<file path="src/design/mipi_pkg.sv">
// Shared types and constants for the multi-instance PI controller.
package mipi_pkg;

  // Field widths of the input beat
  localparam int IDX_W  = 7;
  localparam int DATA_W = 32;
  localparam int IN_W   = 200;   // 7 + 6*32 bits, padded to whole bytes

  // Register map: one 32-bit register, word index taken from paddr[2]
  localparam logic REG_SAMPLE_PERIOD = 1'b0;
  localparam logic [31:0] SAMPLE_PERIOD_RST = 32'd42949673;

  // Sequencer states
  typedef enum logic [3:0] {
    ST_IDLE,
    ST_KE,      // ki*error
    ST_PE,      // kp*error, |ki*error|, integrator load
    ST_LO,      // low half of |ki*error| times dt, round kp*error
    ST_HI,      // high half of |ki*error| times dt
    ST_SUM,     // add the two partial products
    ST_INC,     // sign and saturate the increment
    ST_INTEG,   // update, clamp and store the integrator
    ST_DRIVE    // form the output, wait for the output register
  } state_t;

  // Datapath operations, one per sequencer step
  typedef enum logic [3:0] {
    OP_NONE,
    OP_KE,
    OP_PE,
    OP_LO,
    OP_HI,
    OP_SUM,
    OP_INC,
    OP_INTEG,
    OP_DRIVE
  } op_t;

  typedef struct packed {
    logic load;   // capture the input beat
    op_t  op;
  } cmd_t;

  typedef struct packed {
    logic out_free;   // output register can take a result this cycle
  } sts_t;

endpackage

</file>
<file path="src/design/mipi_ctrl.sv">
// Step sequencer for the PI controller datapath.
module mipi_ctrl (
  input  logic           clk,
  input  logic           rst_n,
  input  logic           in_tvalid,
  output logic           in_tready,
  output mipi_pkg::cmd_t cmd,
  input  mipi_pkg::sts_t sts
);

  import mipi_pkg::*;

  state_t state_r, state_nxt;

  // State register
  always_ff @(posedge clk) begin
    if (!rst_n) begin
      state_r <= ST_IDLE;
    end else begin
      state_r <= state_nxt;
    end
  end

  // Next state and commands
  always_comb begin
    state_nxt = state_r;
    in_tready = 1'b0;
    cmd.load  = 1'b0;
    cmd.op    = OP_NONE;
    unique case (state_r)
      ST_IDLE: begin
        in_tready = 1'b1;
        if (in_tvalid) begin
          cmd.load  = 1'b1;
          state_nxt = ST_KE;
        end
      end
      ST_KE: begin
        cmd.op    = OP_KE;
        state_nxt = ST_PE;
      end
      ST_PE: begin
        cmd.op    = OP_PE;
        state_nxt = ST_LO;
      end
      ST_LO: begin
        cmd.op    = OP_LO;
        state_nxt = ST_HI;
      end
      ST_HI: begin
        cmd.op    = OP_HI;
        state_nxt = ST_SUM;
      end
      ST_SUM: begin
        cmd.op    = OP_SUM;
        state_nxt = ST_INC;
      end
      ST_INC: begin
        cmd.op    = OP_INC;
        state_nxt = ST_INTEG;
      end
      ST_INTEG: begin
        cmd.op    = OP_INTEG;
        state_nxt = ST_DRIVE;
      end
      ST_DRIVE: begin
        cmd.op = OP_DRIVE;
        if (sts.out_free) begin
          state_nxt = ST_IDLE;
        end
      end
      default: begin
        state_nxt = ST_IDLE;
      end
    endcase
  end

endmodule

</file>
<file path="config.mk">
export PLATFORM = sky130hd
export DESIGN_NAME = mipi_ctrl
export DESIGN_NICKNAME = d
export VERILOG_FILES = /design/src/design/mipi_pkg.sv /design/src/design/mipi_ctrl.sv
export SDC_FILE = /design/constraint.sdc
export NUM_CORES = 1
export LEC_CHECK = 0
export BUFFER_PORTS_ARGS = -buffer_cell sky130_fd_sc_hd__buf_2
export CORE_AREA = 2 2 39 41
export DETAILED_ROUTE_END_ITERATION = 7
export DIE_AREA = 0 0 41 43
export PLACE_DENSITY = 0.39
export SKIP_CTS_REPAIR_TIMING = 1
export SYNTH_ARGS = -nofsm -noshare
export SYNTH_HDL_FRONTEND = slang
export SYNTH_SLANG_ARGS = --single-unit
</file>
<file path="constraint.sdc">
create_clock -name clk -period 1.5 [get_ports clk]
set_clock_uncertainty 0.1 [all_clocks]
set_input_delay 0.15 -clock clk [delete_from_list [all_inputs] [get_ports clk]]
set_output_delay 0.15 -clock clk [all_outputs]
set_load 0.02 [all_outputs]
</file>
* Word-level counts from Yosys, hierarchy flattened
Cells that the tools add are included.
** Word-level totals
- Word-level logic and storage cells :: 20
- Output and inout port bits :: 6
- Bits of input ports :: 4
- Register bits :: 4
** Operators by class
- Reductions and logical operators :: 2
- Multiplexer cells :: 7
- Eq/ne operators :: 10
** Operators by type and width (number)
- case mux 4 bit (9 select lines) :: 1
- case mux 4 bit (8 select lines) :: 1
- equality test 4 x 3 -> 1 bit (second input constant) :: 4
- equality test 4 x 2 -> 1 bit (second input constant) :: 2
- two-way mux 4 bit :: 2
- equality test 4 x 1 -> 1 bit (second input constant) :: 1
- equality test 4 bit (second input constant) :: 1
- logical NOT 4 bit :: 1
- inequality test 2 bit (second input constant) :: 2
- two-way mux 1 bit :: 3
- AND reduction 2 bit :: 1

* Logic depth before layout (Yosys ltp)
Gate-level depths: netlist of run 1.
- Depth in word-level cells :: 3
- Gate-level depth with buffers :: 3
- Gate-level depth less buffers :: 2

* Worst setup path before layout of run 1
Ideal clock, no wire load.
- Path type :: flip-flop to output port
- Start :: register state_r[0]
- End :: output cmd[4] (netlist name)
- Arrival :: 1.110 ns
- Required time :: 1.250 ns
- Buffers on the path :: 1
- Cell stages (with the launch flop) :: 4
- Path slack :: 0.140 ns
- Cells stage by stage :: dfxtp_1 > buf_6 > nor4_4 > and2_1
** RTL lines
- start, declared :: RTL line mipi_ctrl.sv:13 : state_t state_r, state_nxt;
- start signal, assigned :: RTL line mipi_ctrl.sv:20 : state_r <= state_nxt;
- end, declared :: RTL line mipi_ctrl.sv:7 : output mipi_pkg::cmd_t cmd,

==> metrics.md, run 1 <==
| Metric | Value |
|---|---|
| Cell chain of the critical path | nor4_4 -> and2_4 -> buf_6 |
| Outcome | completed |
| Drt wl/cell | 10.4 um |
| Setup_tns | 0 ns |
| Initial Util | 18.4% |
| Post-synthesis sequential area ratio | 31.5% |
| Detailed Routing Iterations Pass 1 | 1 |
| Largest net degree at the start of global routing | 9 |
| Global-route wire length before repair | 828 um |
| Post-Syn Instances | 23 |
| Largest regs | state_r x4 |
| CP required | 1.25 ns |
| Fmax achieved | 709 MHz |
| Detailed Place HPWL | 383 um |
| Worst hold path depth | 2 |
| #FFs+latches synth | 4 |
| Drt drc | 0 |
| Routability cong. | 0.662 |
| Area Overhead vs Synth | 34.5% |
| Minimum clock period | 1.41 ns |
| Power density cells | 1070 nW/um2 |
| Inserted Diodes | 0 |
| Post-Route WL | 511 um |
| Synth cell types | 17 |
| Vias in the first global route | 214 |
| Number of flip-flops in the largest register | 4 |
| Worst path bufs/invs | 1 |
| Iter 0 DRT Violations | 0 |
| Die area | 1760 um2 |
| Endpoints failing hold | 0 |
| Vias per cell | 4.04 |
| Buffers on Ports | 9 |
| Worst-margin pin slew | 0.205 ns |
| PnR Total Power | 364 uW |
| Peak supply drop | 0.264 mV |
| CTS HTree Levels | 1 |
| Inserted Clock Buffers | 3 |
| Reg clk slew, reported paths | 0.04 ns |
| Post-synth net total | 27 |
| Setup CP Type | reg -> out |
| Largest fanout on the critical path | 8 |
| Clock latency on the worst-skew pair | 0.23 ns |
| Mapped cell area | 254 um2 |
| HP Class | in -> reg |
| CP Capture Type | output pin |
| Clock Path Buffers | 2 |
| Fin. max-slew vios | 0 |
| Max Cap Viol | 0 |
| # rows | 14 |
| GRT overflow | 0 |
| Period utilisation layout | 94.0% |
| Largest reg by FF count | state_r |
| Synth warn | 0 |
| P_leak | 0.148 nW |
| GRT Util Overall | 7.62% |
| I/O pins | 10 |
| Reg2Reg Depth | 2 |
| Placed cell area | 303 um2 |
| Syn_area_per_cell | 11.0 um2 |
| Levels on crit path | 3 |
| Crit path largest cell delay | 0.37 ns |
| Total number of vias | 198 |
| Final nets | 39 |
| Die Y | 43 um |
| Delay-heaviest family, CP | simple AND/OR/NAND/NOR gates |
| # setup viols final | 0 |
| Layout cells sized above 1 | 72.7% |
| Core ar. | 1380 um2 |
| Relative slew margins | 86.2% |
| RSZ-0062 raised after global routing | true |
| Startpoint Class | flip-flop |
| Routed Antenna Nets | 0 |
| Clock Sinks | 4 |
| CTS tree | done |
| Initial antenna violation count | 0 |
| Die Wd | 41 um |
| Worst Path Arrival | 1.16 ns |
| Fin area | 342 um2 |
| Critical path's slowest cell | dfxtp_2 |
| Fill cell count | 154 |
| Root Buffer | clkbuf_4 |
## cell families after synthesis
logic type,after synthesis,synth area share (%)
buffers and inverters,2,6.40
XOR/XNOR,1,3.45
AND/OR/NAND/NOR,13,47.8
AO/OA/AOI/OAI,3,10.8
flip-flops,4,31.5
## Yosys cell counts
cell type / count / area (um2)
buf_6: 1 / 11.3
a21oi_2: 1 / 8.76
nor4b_4: 1 / 23.8
nor4_4: 1 / 21.3
dfxtp_1: 4 / 80.1
and4b_1: 1 / 10.0
and2_1: 1 / 6.26
a21bo_2: 1 / 10.0
a22o_1: 1 / 8.76
xnor2_1: 1 / 8.76
nand2b_1: 1 / 6.26
buf_2: 1 / 5.00
nand3b_1: 1 / 7.51
and2b_2: 3 / 26.3
nor2_1: 1 / 3.75
nor2b_1: 1 / 6.26
nor3_1: 2 / 10.0
## per-layer routing
layer,vias to the layer above,GRT usage [%],part of all wire [%]
met2,8,9.06,47
met1,89,9.29,45
met4,0,6.00,0
met3,0,4.71,7.2
li1,101,-,-
met5,-,0,0
## worst register-to-register path: stages (launching register included)
cell	delay, ns
dfxtp_2	0.37
and4b_1	0.21
a22o_1	0.23
## stage by stage
stage	instances	hold WS, ns	worst slack, ns	util [%]
2_1_floorplan	23	0.183	0.140	-
4_1_cts	49	0.0680	-0.00599	23.5
3_5_place_dp	46	0.305	0.251	21.9
3_3_place_gp	46	0.296	0.265	21.9
5_1_grt	49	0.0749	0.00612	24.7
6_report	49	0.0727	0.0893	24.7
## worst paths after layout
check             start    endpoint  slack (ns)
max          state_r[0]      cmd[4]        0.09
min               rst_n  state_r[3]        0.07
max reg2reg  state_r[0]  state_r[3]        0.49
min reg2reg  state_r[0]  state_r[0]        0.47
## final cells by class
| class | count | area, um2 | area share (%) |
|---|---|---|---|
| multi-input combinational | 17 | 160 | 46.9 |
| sequential | 4 | 87.6 | 25.6 |
| timing repair buffer | 9 | 51.3 | 15.0 |
| tap | 16 | 20.0 | 5.86 |
| clock buffer | 3 | 22.5 | 6.59 |
## power breakdown
group / total, mW / switching, mW / internal, mW
clock network: 0.134 / 0.0441 / 0.0895
logic: 0.0907 / 0.0430 / 0.0476
registers: 0.140 / 0.0242 / 0.115
## placed cells by master (no fill, tap or decap)
cell	synthesis	layout
a21oi_2	1	1
nor4_4	1	1
nand2b_1	1	1
a22o_1	1	1
and2_4	0	1
xnor2_1	1	1
and2b_2	3	3
clkbuf_4	0	3
nor4b_4	1	1
and4b_1	1	1
nor2_1	1	1
dfxtp_2	0	3
a21bo_2	1	1
nand3b_1	1	1
nor2b_1	1	1
buf_6	1	1
nor3_1	2	2
buf_2	1	8
dfxtp_4	0	1
No activity file was read; power rests on OpenSTA's default activity.
==> run 2, diff against run 1 <==
--- a/config.mk
+++ b/config.mk
@@ -6,10 +6,12 @@
 export NUM_CORES = 1
 export LEC_CHECK = 0
 export BUFFER_PORTS_ARGS = -buffer_cell sky130_fd_sc_hd__buf_2
+export CELL_PAD_IN_SITES_DETAIL_PLACEMENT = 2
+export CELL_PAD_IN_SITES_GLOBAL_PLACEMENT = 2
 export CORE_AREA = 2 2 39 41
 export DETAILED_ROUTE_END_ITERATION = 7
 export DIE_AREA = 0 0 41 43
-export PLACE_DENSITY = 0.39
+export PLACE_DENSITY_LB_ADDON = 0.1
 export SKIP_CTS_REPAIR_TIMING = 1
 export SYNTH_ARGS = -nofsm -noshare
 export SYNTH_HDL_FRONTEND = slang
==> metrics.md, run 2 (synthesized netlist as in run 1, its figures left out) <==
| Metric | Value |
|---|---|
| Outcome | completed (unchanged) |
| R2r endpoint | state_r[3] (unchanged) |
| Worst Path Arrival | 1.16 ns (about the same) |
| Drt wl/cell | 12.7 um (was 10.4 um) |
| Die Wd | 41 um (unchanged) |
| Top layer in use | met4 (was met3) |
| Inserted Clock Buffers | 3 (unchanged) |
| Setup_tns | 0 ns (unchanged) |
| Commonest non-fill, non-tap cell in the layout | buf_2 (unchanged) |
| Buffers on Ports | 9 (unchanged) |
| GRT overflow | 0 (unchanged) |
| Die Y | 43 um (unchanged) |
| # setup viols final | 0 (unchanged) |
| Layout cells sized above 1 | 69.7% (was 72.7%) |
| Net Sw Frac | 31.2% (was 30.6%) |
| Final nets | 39 (unchanged) |
| Inserted Diodes | 0 (unchanged) |
| Clock Sinks | 4 (unchanged) |
| CTS HTree Levels | 1 (unchanged) |
| Met2 wire len | 304 um (was 241 um) |
| Worst hold path depth | 2 (unchanged) |
| GRT Util Overall | 10.2% (was 7.62%) |
| Detailed Place HPWL | 463 um (was 383 um) |
| Area Overhead vs Synth | 32.0% (was 34.5%) |
| Min-delay src | rst_n (unchanged) |
| Root Buffer | clkbuf_4 (unchanged) |
| Combinational share of power | 23.4% (was 24.9%) |
| Relative slew margins | 84.7% (was 86.2%) |
| CP required | 1.25 ns (about the same) |
| CTS tree | done (unchanged) |
| Power share of the clock group | 37.2% (was 36.7%) |
| RSZ-0062 raised after global routing | false (was true) |
| Largest regs | state_r x4 (unchanged) |
| # rows | 14 (unchanged) |
| Clock Path Buffers | 2 (unchanged) |
| I/O pins | 10 (unchanged) |
| Total number of vias | 221 (was 198) |
| Sequential cell fraction of total power | 39.5% (was 38.4%) |
| Global-route wire length before repair | 1140 um (was 828 um) |
| Worst-margin pin slew | 0.229 ns (was 0.205 ns) |
| Fmax achieved | 711 MHz (was 709 MHz) |
| Routability cong. | 0.687 (was 0.662) |
| Reg clk slew, reported paths | 0.04 ns (about the same) |
| HP Class | in -> reg (unchanged) |
| FF-to-FF Start | state_r[3] (was state_r[0]) |
| Die area | 1760 um2 (unchanged) |
| Period utilisation layout | 93.8% (was 94.0%) |
| Max Cap Viol | 0 (unchanged) |
| Setup slack, reg-to-reg | 0.46 ns (was 0.49 ns) |
| Hold Path End | state_r[3] (unchanged) |
| Iter 0 DRT Violations | 2 (was 0) |
| Post-Route WL | 624 um (was 511 um) |
| Initial antenna violation count | 0 (unchanged) |
| P_leak | 0.145 nW (was 0.148 nW) |
| Drt drc | 0 (unchanged) |
| Met3 wire len | 57 um (was 37 um) |
| Peak supply drop | 0.460 mV (was 0.264 mV) |
| Fin. max-slew vios | 0 (unchanged) |
| Reg2Reg Depth | 2 (unchanged) |
| Clock latency on the worst-skew pair | 0.23 ns (about the same) |
| Detailed Routing Iterations Pass 1 | 2 (was 1) |
| Largest reg by FF count | state_r (unchanged) |
| Setup CP Type | reg -> out (unchanged) |
| Number of flip-flops in the largest register | 4 (unchanged) |
| Place WS | 0.219 ns (was 0.251 ns) |
| Routed Antenna Nets | 0 (unchanged) |
| WL met1 | 249 um (was 231 um) |
| Crit path from | state_r[0] (unchanged) |
| Power density cells | 1080 nW/um2 (was 1070 nW/um2) |
| Most frequent cells in the layout | 8 x buf_2, 3 x and2b_2, 3 x clkbuf_4, 3 x dfxtp_2, 2 x nor3_1 (unchanged) |
| Startpoint Class | flip-flop (unchanged) |
| Int Power | 249 uW (was 252 uW) |
| Core ar. | 1380 um2 (unchanged) |
| Minimum clock period | 1.41 ns (about the same) |
| Vias in the first global route | 218 (was 214) |
| Endpoints failing hold | 0 (unchanged) |
| CP Capture Type | output pin (unchanged) |
| Initial Util | 18.4% (unchanged) |
| Largest fanout on the critical path | 8 (unchanged) |
| Largest net degree at the start of global routing | 9 (unchanged) |
| Final Worst Setup Slack | 0.0937 ns (was 0.0893 ns) |
| Switching power of the nets | 113 uW (was 111 uW) |
| Vias per cell | 4.51 (was 4.04) |
## run 2: worst max-delay path by stage
stage | end | slack, ns
after floorplan | cmd[4] | 0.14
after global placement | cmd[4] | 0.25
after detailed placement | cmd[4] | 0.22
after CTS | cmd[4] | -0.05
after global routing | cmd[4] | 0.01
final | cmd[4] | 0.09
## run 2: final cells by class
| type | count | area (um2) |
|---|---|---|
| clock buffers | 3 | 22.5 |
| fillers | 169 | 1050 |
| multi-input cells | 17 | 158 |
| flip-flops and latches | 4 | 87.6 |
| well taps | 16 | 20.0 |
| repair buffers | 9 | 47.5 |
## run 2: routing by layer
layer	GRT usage [%]	vias up
met1	11.5	107
met2	13.8	10
li1	-	102
met4	4.00	0
met5	0	-
met3	8.38	2
## run 2: per-stage QoR
step | util (%) | hold slack, ns | instance area [um2] | total power, mW | std cells
final | 24.2 | 0.0740 | 335 | 0.362 | 49
after CTS | 23.5 | 0.0719 | 325 | 0.369 | 49
after detailed placement | 21.9 | 0.318 | 303 | 0.229 | 46
after global routing | 24.2 | 0.0929 | 335 | 0.394 | 49
after floorplan | - | 0.183 | 254 | 0.206 | 23
after global placement | 21.9 | 0.308 | 303 | 0.226 | 46
## run 2: worst max-delay path: stages, from the launching register on
cell	delay, ns
dfxtp_4	0.38
nor4_4	0.26
and2_1	0.15
buf_4	0.13
## run 2: power groups by stage
stage	Sequential [mW]	Clock (mW)	Combinational (mW)
floorplan	0.121	0	0.0851
global placement	0.143	0	0.0830
detailed placement	0.144	0	0.0849
CTS	0.142	0.142	0.0854
global route	0.146	0.153	0.0946
finish	0.143	0.134	0.0845
